[config.mk]
export PLATFORM = sky130hd
export DESIGN_NAME = utf8_stream_repair_flat
export DESIGN_NICKNAME = d
export VERILOG_FILES = /design/src/u8r_pkg.sv /design/src/u8r_in_if.sv /design/src/u8r_out_if.sv /design/src/u8r_front.sv /design/src/u8r_queue.sv /design/src/u8r_back.sv /design/src/utf8_stream_repair.sv /design/src/flat_wrapper.sv
export VERILOG_INCLUDE_DIRS = /design/src /design/src/src
export SDC_FILE = /design/constraint.sdc
export NUM_CORES = 1
export LEC_CHECK = 0
export BUFFER_PORTS_ARGS = -buffer_cell sky130_fd_sc_hd__buf_2
export CAP_MARGIN = 20
export CORE_ASPECT_RATIO = 0.9
export CORE_MARGIN = 2
export CORE_UTILIZATION = 30
export CTS_BUF_LIST = sky130_fd_sc_hd__clkbuf_4 sky130_fd_sc_hd__clkbuf_8 sky130_fd_sc_hd__clkbuf_16
export DETAILED_ROUTE_END_ITERATION = 12
export PLACE_DENSITY_LB_ADDON = 0.12
export SLEW_MARGIN = 5
export SYNTH_ARGS = -nofsm -noshare
export SYNTH_HDL_FRONTEND = slang
export SYNTH_SLANG_ARGS = --single-unit
[constraint.sdc]
create_clock -name clk -period 11 [get_ports clk]
set_input_delay 0.55 -clock clk [delete_from_list [all_inputs] [get_ports clk]]
set_output_delay 0.55 -clock clk [all_outputs]
set_load 0.02 [all_outputs]
[src/assert_macros.svh]
// assertion macros shared by the utf-8 repair block
// expects clk and rst to be visible where a macro is used
`ifndef ASSERT_MACROS_SVH
`define ASSERT_MACROS_SVH

// same-cycle implication, disabled during reset
`define U8R_ASSERT_NOW(lbl, ante, cons, msg) \
  lbl: assert property (@(posedge clk) disable iff (rst) (ante) |-> (cons)) \
    else $error(msg);

// next-cycle implication, disabled during reset
`define U8R_ASSERT_NEXT(lbl, ante, cons, msg) \
  lbl: assert property (@(posedge clk) disable iff (rst) (ante) |=> (cons)) \
    else $error(msg);

`endif

[src/u8r_pkg.sv]
// shared types, constants and byte classification for the utf-8 repair block
// no dependencies
package u8r_pkg;

  localparam int QUEUE_DEPTH = 2;
  localparam int MAX_RUN     = 6;

  localparam logic [7:0] CONT_MASK  = 8'hc0;
  localparam logic [7:0] CONT_TAG   = 8'h80;
  localparam logic [7:0] ASCII_TOP  = 8'h80;
  localparam logic [7:0] L2_MIN     = 8'hc2;
  localparam logic [7:0] L2_MAX     = 8'hdf;
  localparam logic [7:0] L3_MIN     = 8'he0;
  localparam logic [7:0] L3_MAX     = 8'hef;
  localparam logic [7:0] L4_MIN     = 8'hf0;
  localparam logic [7:0] L4_MAX     = 8'hf4;
  localparam logic [7:0] LEAD_E0    = 8'he0;
  localparam logic [7:0] LEAD_ED    = 8'hed;
  localparam logic [7:0] LEAD_F0    = 8'hf0;
  localparam logic [7:0] LEAD_F4    = 8'hf4;
  localparam logic [7:0] LIM_A0     = 8'ha0;
  localparam logic [7:0] LIM_90     = 8'h90;

  localparam logic [7:0] REPL_0 = 8'hef;
  localparam logic [7:0] REPL_1 = 8'hbf;
  localparam logic [7:0] REPL_2 = 8'hbd;

  localparam logic [2:0] LEN_BAD = 3'd0;
  localparam logic [2:0] LEN_1   = 3'd1;

  // one queued run of output bytes
  typedef struct packed {
    logic [MAX_RUN-1:0][7:0] bytes;
    logic [2:0]              count;
  } job_t;

  typedef struct packed {
    logic full;
    logic empty;
  } q_stat_t;

  function automatic logic [2:0] lead_length(input logic [7:0] b);
    logic [2:0] len;
    len = LEN_BAD;
    if (b < ASCII_TOP) len = 3'd1;
    else if (b inside {[L2_MIN:L2_MAX]}) len = 3'd2;
    else if (b inside {[L3_MIN:L3_MAX]}) len = 3'd3;
    else if (b inside {[L4_MIN:L4_MAX]}) len = 3'd4;
    return len;
  endfunction

  function automatic logic continues(input logic [7:0] lead, input logic [1:0] pos,
                                     input logic [7:0] b);
    logic ok;
    ok = ((b & CONT_MASK) == CONT_TAG);
    if (pos == 2'd1) begin
      if (lead == LEAD_E0 && b < LIM_A0) ok = 1'b0;
      if (lead == LEAD_ED && b >= LIM_A0) ok = 1'b0;
      if (lead == LEAD_F0 && b < LIM_90) ok = 1'b0;
      if (lead == LEAD_F4 && b >= LIM_90) ok = 1'b0;
    end
    return ok;
  endfunction

endpackage

[src/u8r_in_if.sv]
// input channel: valid/ready handshake carrying mode and raw byte
// no dependencies
interface u8r_in_if;
  logic       valid;
  logic       ready;
  logic       mode;
  logic [7:0] in_byte;

  modport source (output valid, output mode, output in_byte, input ready);
  modport sink (input valid, input mode, input in_byte, output ready);
endinterface

[src/u8r_out_if.sv]
// output channel: valid/ready handshake carrying one repaired byte
// no dependencies
interface u8r_out_if;
  logic       valid;
  logic       ready;
  logic [7:0] out_byte;
  logic       run_last;

  modport source (output valid, output out_byte, output run_last, input ready);
  modport sink (input valid, input out_byte, input run_last, output ready);
endinterface

[src/u8r_front.sv]
// front end: accepts requests, tracks the held prefix, builds output runs
// depends on u8r_pkg
module u8r_front (
  input  logic              clk,
  input  logic              rst,
  input  logic              raw_valid,
  output logic              raw_ready,
  input  logic              mode,
  input  logic [7:0]        in_byte,
  input  u8r_pkg::q_stat_t  stat,
  output logic              push,
  output u8r_pkg::job_t     job
);

  logic [7:0] held_bytes [3];
  logic [1:0] held_count;
  logic [1:0] held_count_next;
  logic       wr_en;
  logic [1:0] wr_idx;
  logic       accept;
  logic [2:0] len_h;
  logic [2:0] len_b;
  logic [7:0] lead;

  assign raw_ready = !stat.full;
  assign accept    = raw_valid && raw_ready;
  assign push      = accept && (job.count != 3'd0);
  assign lead      = held_bytes[0];
  assign len_h     = u8r_pkg::lead_length(lead);
  assign len_b     = u8r_pkg::lead_length(in_byte);

  always_comb begin
    job             = '0;
    held_count_next = held_count;
    wr_en           = 1'b0;
    wr_idx          = held_count;
    if (mode) begin
      if (held_count != 2'd0) begin
        job.bytes[0] = u8r_pkg::REPL_0;
        job.bytes[1] = u8r_pkg::REPL_1;
        job.bytes[2] = u8r_pkg::REPL_2;
        job.count    = 3'd3;
      end
      held_count_next = 2'd0;
    end else if (held_count == 2'd0) begin
      if (len_b == u8r_pkg::LEN_BAD) begin
        job.bytes[0] = u8r_pkg::REPL_0;
        job.bytes[1] = u8r_pkg::REPL_1;
        job.bytes[2] = u8r_pkg::REPL_2;
        job.count    = 3'd3;
      end else if (len_b == u8r_pkg::LEN_1) begin
        job.bytes[0] = in_byte;
        job.count    = 3'd1;
      end else begin
        wr_en           = 1'b1;
        wr_idx          = 2'd0;
        held_count_next = 2'd1;
      end
    end else if (({1'b0, held_count} < len_h) &&
                 u8r_pkg::continues(lead, held_count, in_byte)) begin
      if (3'({1'b0, held_count} + 3'd1) == len_h) begin
        for (int i = 0; i < 3; i++) begin
          job.bytes[i] = (2'(i) < held_count) ? held_bytes[i] : in_byte;
        end
        job.bytes[3]    = in_byte;
        job.count       = 3'({1'b0, held_count} + 3'd1);
        held_count_next = 2'd0;
      end else begin
        wr_en           = 1'b1;
        held_count_next = 2'(held_count + 2'd1);
      end
    end else begin
      job.bytes[0]    = u8r_pkg::REPL_0;
      job.bytes[1]    = u8r_pkg::REPL_1;
      job.bytes[2]    = u8r_pkg::REPL_2;
      job.count       = 3'd3;
      held_count_next = 2'd0;
      if (len_b == u8r_pkg::LEN_BAD) begin
        job.bytes[3] = u8r_pkg::REPL_0;
        job.bytes[4] = u8r_pkg::REPL_1;
        job.bytes[5] = u8r_pkg::REPL_2;
        job.count    = 3'd6;
      end else if (len_b == u8r_pkg::LEN_1) begin
        job.bytes[3] = in_byte;
        job.count    = 3'd4;
      end else begin
        wr_en           = 1'b1;
        wr_idx          = 2'd0;
        held_count_next = 2'd1;
      end
    end
  end

  always_ff @(posedge clk) begin
    if (rst) begin
      held_count <= 2'd0;
    end else if (accept) begin
      held_count <= held_count_next;
    end
  end

  always_ff @(posedge clk) begin
    if (accept && wr_en) begin
      held_bytes[wr_idx] <= in_byte;
    end
  end

endmodule

[src/u8r_queue.sv]
// short run queue between front and back ends
// depends on u8r_pkg and assert_macros.svh
`include "assert_macros.svh"

module u8r_queue #(
  parameter int DEPTH = u8r_pkg::QUEUE_DEPTH
) (
  input  logic              clk,
  input  logic              rst,
  input  logic              push,
  input  u8r_pkg::job_t     push_job,
  input  logic              pop,
  output u8r_pkg::job_t     head,
  output u8r_pkg::q_stat_t  stat
);

  localparam int PW = $clog2(DEPTH);
  localparam int LW = $clog2(DEPTH + 1);

  u8r_pkg::job_t slots [DEPTH];
  logic [PW-1:0] wr_ptr;
  logic [PW-1:0] rd_ptr;
  logic [LW-1:0] level;

  assign head       = slots[rd_ptr];
  assign stat.full  = (level == LW'(DEPTH));
  assign stat.empty = (level == '0);

  always_ff @(posedge clk) begin
    if (rst) begin
      wr_ptr <= '0;
      rd_ptr <= '0;
      level  <= '0;
    end else begin
      if (push) begin
        wr_ptr <= (wr_ptr == PW'(DEPTH - 1)) ? '0 : PW'(wr_ptr + 1'b1);
      end
      if (pop) begin
        rd_ptr <= (rd_ptr == PW'(DEPTH - 1)) ? '0 : PW'(rd_ptr + 1'b1);
      end
      if (push && !pop) begin
        level <= LW'(level + 1'b1);
      end else if (pop && !push) begin
        level <= LW'(level - 1'b1);
      end
    end
  end

  always_ff @(posedge clk) begin
    if (push) begin
      slots[wr_ptr] <= push_job;
    end
  end

  `U8R_ASSERT_NOW(a_no_overflow, push, !stat.full || pop, "queue overflow")
  `U8R_ASSERT_NOW(a_no_underflow, pop, !stat.empty, "queue underflow")
  `U8R_ASSERT_NEXT(a_level_up, push && !pop, level == LW'($past(level) + 1'b1), "level drift")

endmodule

[src/u8r_back.sv]
// back end: serialises queued runs into the output register
// depends on u8r_pkg and assert_macros.svh
`include "assert_macros.svh"

module u8r_back (
  input  logic              clk,
  input  logic              rst,
  input  u8r_pkg::job_t     head,
  input  u8r_pkg::q_stat_t  stat,
  output logic              pop,
  output logic              clean_valid,
  input  logic              clean_ready,
  output logic [7:0]        out_byte,
  output logic              run_last
);

  logic [2:0] idx;
  logic       load;
  logic       last;

  assign load = !stat.empty && (!clean_valid || clean_ready);
  assign last = (idx == 3'(head.count - 3'd1));
  assign pop  = load && last;

  always_ff @(posedge clk) begin
    if (rst) begin
      clean_valid <= 1'b0;
      idx         <= 3'd0;
    end else if (load) begin
      clean_valid <= 1'b1;
      idx         <= last ? 3'd0 : 3'(idx + 3'd1);
    end else if (clean_ready) begin
      clean_valid <= 1'b0;
    end
  end

  always_ff @(posedge clk) begin
    if (load) begin
      out_byte <= head.bytes[idx];
      run_last <= last;
    end
  end

  `U8R_ASSERT_NOW(a_idx_bound, !stat.empty, idx < head.count, "index past run")
  `U8R_ASSERT_NOW(a_count_range, !stat.empty,
    head.count != 3'd0 && head.count <= 3'(u8r_pkg::MAX_RUN), "bad run length")
  `U8R_ASSERT_NOW(a_idx_idle, stat.empty, idx == 3'd0, "index left mid run")
  `U8R_ASSERT_NEXT(a_pop_last, pop, clean_valid && run_last, "pop without last byte")

endmodule

[src/utf8_stream_repair.sv]
// top level of the utf-8 stream repair block
// depends on u8r_pkg, u8r_in_if, u8r_out_if, u8r_front, u8r_queue, u8r_back
//
//   channel  dir  payload            meaning
//   raw      in   mode, in_byte      data byte or end-of-text flush
//   clean    out  out_byte, run_last repaired bytes, run_last ends a request's run
//
// one request accepted per cycle while the run queue has room
// a request yields 0 to 6 bytes, which the single-byte output register
// presents one at a time, holding each byte while the output stalls
// synchronous active-high reset clears the held count, queue and output valid
// the front end keeps accepting while the output stalls until the queue fills
module utf8_stream_repair #(
  parameter int QUEUE_DEPTH = u8r_pkg::QUEUE_DEPTH
) (
  input logic      clk,
  input logic      rst,
  u8r_in_if.sink   raw,
  u8r_out_if.source clean
);

  u8r_pkg::job_t    job;
  u8r_pkg::job_t    head;
  u8r_pkg::q_stat_t stat;
  logic             push;
  logic             pop;

  u8r_front u_front (
    .clk       (clk),
    .rst       (rst),
    .raw_valid (raw.valid),
    .raw_ready (raw.ready),
    .mode      (raw.mode),
    .in_byte   (raw.in_byte),
    .stat      (stat),
    .push      (push),
    .job       (job)
  );

  u8r_queue #(
    .DEPTH (QUEUE_DEPTH)
  ) u_queue (
    .clk      (clk),
    .rst      (rst),
    .push     (push),
    .push_job (job),
    .pop      (pop),
    .head     (head),
    .stat     (stat)
  );

  u8r_back u_back (
    .clk         (clk),
    .rst         (rst),
    .head        (head),
    .stat        (stat),
    .pop         (pop),
    .clean_valid (clean.valid),
    .clean_ready (clean.ready),
    .out_byte    (clean.out_byte),
    .run_last    (clean.run_last)
  );

endmodule
[src/flat_wrapper.sv]
// flat-port wrapper written by rule: the top's interface ports become plain ports
module utf8_stream_repair_flat 
#(
  parameter int QUEUE_DEPTH = u8r_pkg::QUEUE_DEPTH
)
  (clk, rst, raw_valid, raw_mode, raw_in_byte, raw_ready, clean_valid, clean_out_byte, clean_run_last, clean_ready);
  u8r_in_if raw_i ();
  u8r_out_if clean_i ();
  input logic clk;
  input logic rst;
  input wire logic [$bits(raw_i.valid)-1:0] raw_valid;
  input wire logic [$bits(raw_i.mode)-1:0] raw_mode;
  input wire logic [$bits(raw_i.in_byte)-1:0] raw_in_byte;
  output wire logic [$bits(raw_i.ready)-1:0] raw_ready;
  output wire logic [$bits(clean_i.valid)-1:0] clean_valid;
  output wire logic [$bits(clean_i.out_byte)-1:0] clean_out_byte;
  output wire logic [$bits(clean_i.run_last)-1:0] clean_run_last;
  input wire logic [$bits(clean_i.ready)-1:0] clean_ready;
  assign raw_i.valid = raw_valid;
  assign raw_i.mode = raw_mode;
  assign raw_i.in_byte = raw_in_byte;
  assign raw_ready = raw_i.ready;
  assign clean_valid = clean_i.valid;
  assign clean_out_byte = clean_i.out_byte;
  assign clean_run_last = clean_i.run_last;
  assign clean_i.ready = clean_ready;
  utf8_stream_repair #(.QUEUE_DEPTH(QUEUE_DEPTH)) u_core (.clk(clk), .rst(rst), .raw(raw_i), .clean(clean_i));
endmodule
==> reports/metrics.yaml, run 1 <==
run_status:
  status: "complete, no violations"
yosys:
  yosys.area.top_type: "edfxtp_1"
  ys.flop_type: "edfxtp_1"
  syn_area_sq_um: 5350
  netlist_instances: 387
  ys_seq_area_share_pct: 63.1
  ys_ff_latch: 116
  synth_edf_count: 105
  synth.net_count: 409
  yosys_warnings: 0
  syn_area_per_cell_sq_um: 13.8
  netlist.area_leader.share_pct: 59.0
  netlist_top_cells_area: "edfxtp_1 (59%), mux4_2 (6.7%), dfxtp_1 (4.1%)"
  ys_async_sr_fraction_pct: 0
  ys_types: 46
critical_path:
  crit_slowest_cell: "dfxtp_1"
  crit_family: "compound AO/OA/AOI/OAI gates"
  crit_required_ps: 11340
  slowest_delay_ps: 680
  worst-path-max-fanout: 34
  end_kind: "register"
  cp_num_buf_inv: 1
  worstSetupPathType: "reg -> reg"
  arrival_ps: 4470
  start_kind: "register"
  path_cells: "inv_1 > ha_1 > nor2b_1 > o211ai_1 > o21ai_0 > a311o_1 > a21oi_1 > nor2_1 > ha_1 > or3_1 > a21oi_1"
sta:
  setup_viol: 0
  tns_ps: 0
  slew_violations: 0
  relSlewSlack_pct: 30.4
  period_share_pct: 37.6
  rsz0062_at_grt: "false"
  fin_crit_ps: 4130
  tightest_slew_ps: 1040
  fmax_mhz: 242
  hold_slack_ps: 442
  hold_viol: 0
  skew_ps: 7.62
detailed_routing:
  drc: 0
  drtIter0Drc: 253
  vias_per_cell: 4.86
  wl_per_cell_um: 18.8
  dr.pass1.iters: 4
  routed_wl_mm: 12.6
  ant_nets: 0
  routed-via-count: 3253
place:
  place.gp.congestion: 0.812
  post-dp-hpwl_mm: 8.48
  numPortBuffers: 23
clock_network:
  cts.reportedPaths.clkPinSlew_ps: 50
  clockRootBuffer: "clkbuf_16"
  cts_buffers: 17
  cts_hold_buf: 0
  post_cts_resized: 0
  cts_tree: "built"
  cts-htree-levels: 4
  clock_sinks: 116
  insertion_delay_ps: 410
  cts.path.max_buffers: 2
  post_cts_buffers: 0
cells_and_area:
  layout_common_cells: "edfxtp_1 (105), o21ai_0 (39), a21oi_1 (31)"
  areaGrowthSynthToFinish_pct: 19.0
  num-nets-final: 439
  drive_above_1_share_pct: 22.3
  antenna_cells: 0
  final_common_cell: "edfxtp_1"
power_and_ir_drop:
  combPwrFrac_pct: 15.5
  power.share.sequential_pct: 41.7
  switchingPower_mw: 0.338
  power-per-cell-area_nw_per_um2: 212
  p_leak_nw: 2.13
  peakVddDrop_mv: 0.144
  switching_share_pct: 25.1
  p_int_mw: 1.01
  clkPwrFrac_pct: 42.7
floorplan:
  die_h_um: 131
  die_area_sq_um: 18900
  rows: 46
  die_x_um: 145
  ioPinCount: 24
  core_sq_um: 17600
  initial_utilization_pct: 30.5
global_routing:
  grt_pass1_wl_mm: 19.8
  grt_pass1_vias: 3230
  gr-usage-all-layers_pct: 14.5
  antenna_found_initial: 0
  grt-ovfl-total: 0
  grt_max_degree: 37
min_path:
  hold_class: "in -> reg"
job:
  drv_cap: 0
==> synth_stat cells, types with 6 or more instances <==
library cell and number:
o21ai_0 39, ha_1 9, clkbuf_1 13, inv_1 9, nor2_1 19, mux4_2 16
mux2_2 10, xnor2_1 6, nand2_1 22, xor2_1 7, edfxtp_1 105, dfxtp_1 11
nor3_1 11, a21oi_1 31, mux2i_1 15
==> area by class of cell <==
cell class | instances | area (sq um)
sequential | 116 | 3370
clock buffer | 19 | 440
multi-input combinational | 243 | 1870
fill | 1697 | 11200
inverter | 9 | 33.8
clock inverter | 13 | 183
tap | 240 | 300
timing repair buffer | 30 | 165
==> power by group through the flow <==
| stage | sequential [mW] | combinational, mW | clock, mW |
|---|---|---|---|
| after CTS | 0.563 | 0.214 | 0.589 |
| after detailed placement | 0.571 | 0.213 | 0 |
| after global routing | 0.567 | 0.233 | 0.612 |
| final | 0.562 | 0.209 | 0.575 |
| after floorplan | 0.585 | 0.132 | 0 |
| after global placement | 0.570 | 0.213 | 0 |
==> final timing paths <==
| path | from | end | slack, ps | cells past startpoint |
|---|---|---|---|---|
| min reg2reg | u_core.u_back.clean_valid | u_core.u_back.clean_valid | 500 | 2 |
| max reg2reg | u_core.u_front.held_count[1] | u_core.u_queue.level[1] | 6870 | 11 |
| max | u_core.u_front.held_count[1] | u_core.u_queue.level[1] | 6870 | 11 |
| min | clean_ready | u_core.u_back.clean_valid | 440 | 3 |
==> stage by stage <==
step | utilization, % | total power [mW] | cell area (sq um) | setup WS [ps] | instances
after CTS | 36.2 | 1.37 | 6350 | 6870 | 668
after detailed placement | 32.6 | 0.784 | 5730 | 6870 | 636
after global placement | 32.6 | 0.783 | 5730 | 7050 | 636
after floorplan | - | 0.717 | 5350 | 5460 | 387
after global routing | 36.2 | 1.41 | 6360 | 6530 | 670
final | 36.2 | 1.35 | 6360 | 6870 | 670
==> state kept, by name, indices dropped and copies added (netlist names), named ones only <==
signal	flops
u_core.u_back.clean_valid	1
u_core.u_back.idx	3
u_core.u_back.out_byte	8
u_core.u_back.run_last	1
u_core.u_front.held_bytes	24
u_core.u_front.held_count	2
u_core.u_queue.level	2
u_core.u_queue.rd_ptr	1
u_core.u_queue.slots	72
u_core.u_queue.wr_ptr	1
==> routing by layer <==
layer / GRT usage (%) / share of wire, % / up-vias
li1: - / - / 1566
met1: 21.4 / 50 / 1611
met2: 20.3 / 45 / 69
met3: 4.01 / 4.1 / 7
met4: 5.20 / 0.89 / 0
met5: 0 / 0 / -
==> cells by family after synthesis <==
group / count (synthesis) / share of synthesized area, %
muxes: 41 / 11.7
DFF: 116 / 63.1
AOI/OAI and AO/OA: 97 / 11.0
xor gates and xnor gates: 13 / 2.13
adders and majority gates: 9 / 2.11
and+or+nand+nor: 83 / 7.75
buffers and inverters: 28 / 2.27
==> worst min-delay path: stages <==
cell and delay, ps:
buf_2 70, nand2b_1 110, a21oi_1 60
Note: power is estimated with default switching activity, not from simulation.
==> run 2, diff against run 1 <==
- clock period: 11 -> 4.1 ns (I/O delays scaled with it)
==> run 2 against run 1 <==
  * Global-route usage is 0.061 points lower
  * Core utilization is essentially flat
  * Hold slack got worse by 350 ps
  * Cell count increased by 0.75%
  * Routed wire length is 1.8% lower
  * Critical endpoint unchanged
  * Die area stayed put
  * Flip-flop and latch count is the same
  * Clock-buffer cell count unchanged
  * Setup slack got worse by 6500 ps
  * Non-clock buffer count is 6 higher
==> reports/metrics.yaml, run 2 (synthesis gave the netlist of run 1 again) <==
clock_network:
  cts_hold_buf: 0  # unchanged
  post_cts_resized: 0  # unchanged
  cts_tree: "built"
  clock_sinks: 116  # unchanged
  post_cts_buffers: 0  # unchanged
  cts_buffers: 17  # unchanged
  clockRootBuffer: "clkbuf_16"
  cts.reportedPaths.clkPinSlew_ps: 50  # about the same
  cts.path.max_buffers: 2  # unchanged
  cts-htree-levels: 4  # unchanged
  insertion_delay_ps: 410  # about the same
sta:
  relSlewSlack_pct: 36.3  # +5.9 points
  tns_ps: 0  # unchanged
  setup_viol: 0  # unchanged
  rsz0062_at_grt: "false"
  slew_violations: 0  # unchanged
  tightest_slew_ps: 948  # -96.0 ps
  hold_slack_ps: 92.4  # -350 ps
  hold_viol: 0  # unchanged
  period_share_pct: 90.0  # +52 points
  skew_ps: 7.34  # -0.278 ps
  fmax_mhz: 271  # +12%
  fin_crit_ps: 3690  # -441 ps
detailed_routing:
  drtIter0Drc: 188  # -26%
  ant_nets: 0  # unchanged
  drc: 0  # unchanged
  routed_wl_mm: 12.4  # -1.8%
  vias_per_cell: 4.85  # about the same
  dr.pass1.iters: 4  # unchanged
  wl_per_cell_um: 18.3  # -2.6%
  routed-via-count: 3276  # +0.71%
job:
  drv_cap: 0  # unchanged
cells_and_area:
  largest_register: "u_core.u_queue.slots"
  drive_above_1_share_pct: 22.5  # +0.20 points
  layout_common_cells: "edfxtp_1 (105), o21ai_0 (39), a21oi_1 (31)"
  areaGrowthSynthToFinish_pct: 18.9  # about the same
  final_common_cell: "edfxtp_1"
  top_regs: "u_core.u_queue.slots (72), u_core.u_front.held_bytes (24), u_core.u_back.out_byte (8)"
  antenna_cells: 0  # unchanged
  num-nets-final: 445  # +1.4%
  largest_reg_flops: 72  # unchanged
critical_path:
  arrival_ps: 4030  # -440 ps
  crit_slowest_cell: "edfxtp_1"
  worstSetupPathType: "reg -> reg"
  slowest_delay_ps: 490  # -190 ps
  end_kind: "register"
  crit_required_ps: 4440  # -6900 ps
  start_kind: "register"
  cp_num_buf_inv: 0  # -1
  worst-path-max-fanout: 9  # -74%
  crit_family: "compound AO/OA/AOI/OAI gates"
  path_cells: "and2_1 > a211o_1 > ha_1 > a21o_1 > a2111oi_2 > and2_1 > o211ai_1 > a21oi_1 > nor2_1 > ha_1 > or3_1 > a21oi_1"
global_routing:
  grt_pass1_vias: 3266  # +1.1%
  grt-ovfl-total: 0  # unchanged
  grt_pass1_wl_mm: 19.4  # -2.2%
  antenna_found_initial: 0  # unchanged
  grt_max_degree: 37  # unchanged
  gr-usage-all-layers_pct: 14.4  # -0.061 points
floorplan:
  die_x_um: 145  # unchanged
  die_h_um: 131  # unchanged
  rows: 46  # unchanged
  die_area_sq_um: 18900  # unchanged
  initial_utilization_pct: 30.5  # unchanged
  core_sq_um: 17600  # unchanged
  ioPinCount: 24  # unchanged
min_path:
  hold_class: "in -> reg"
place:
  post-dp-hpwl_mm: 8.39  # -1.1%
  numPortBuffers: 23  # unchanged
  place.gp.congestion: 0.831  # +2.4%
power_and_ir_drop:
  power-per-cell-area_nw_per_um2: 534  # +150%
  p_leak_nw: 2.14  # +0.50%
  peakVddDrop_mv: 0.288  # +100%
run_status:
  status: "complete, no violations"
run 2: changes by cell type in the layout (fill, tap and decap cells not counted), moves of 2 or more:
cell	before	now
bufinv_16	4	1
clkinv_1	1	4
clkinv_2	2	4
clkinvlp_4	3	0
buf_4	5	11
buf_12	0	2
run 2: area by class of cell:
type                    count  area (sq um)
repair buffers             36           238
clock inverters            12          91.3
multi-input cells         243          1880
inverters                   9          33.8
well taps                 240           300
clock buffers              19           440
flip-flops and latches    116          3370
fillers                  1701         11200
run 2: per-stage QoR:
step	cell area [sq um]	total power, mW	setup WS, ps	util, %	instances
floorplan	5370	1.93	270	-	387
global placement	5820	2.11	511	33.2	644
detailed placement	5820	2.11	456	33.2	644
CTS	6360	3.45	422	36.2	675
global route	6360	3.57	201	36.2	675
finish	6360	3.40	411	36.2	675
run 2: routing by layer:
layer  global-route usage, %  share of wire, %
met1                    20.1                49
met2                    20.9                45
met3                    3.64               3.7
met4                    7.25               2.0
met5                       0                 0
run 2: worst paths after layout:
path                                   startpoint                         to  slack, ps  depth (start not counted)
setup / recovery  u_core.u_front.held_bytes[0][4]    u_core.u_queue.level[1]        410                         12
hold / removal                        clean_ready  u_core.u_back.clean_valid         90                          3
setup reg to reg  u_core.u_front.held_bytes[0][4]    u_core.u_queue.level[1]        410                         12
hold reg to reg         u_core.u_back.clean_valid  u_core.u_back.clean_valid        500                          2
run 2: worst min-delay path: cells and delay by family:
| kind | cells | cell delay [ps] |
|---|---|---|
| and+or+nand+nor | 1 | 110 |
| buffers and inverters | 1 | 70 |
| AOI/OAI and AO/OA | 1 | 60 |
run 2: where the power goes:
part	total, mW	switching, mW	internal [mW]	leakage, nW
Combinational	0.571	0.337	0.234	0.803
Sequential	1.50	0.0509	1.45	1.07
Clock	1.32	0.492	0.828	0.267
Total	3.40	0.880	2.52	2.14
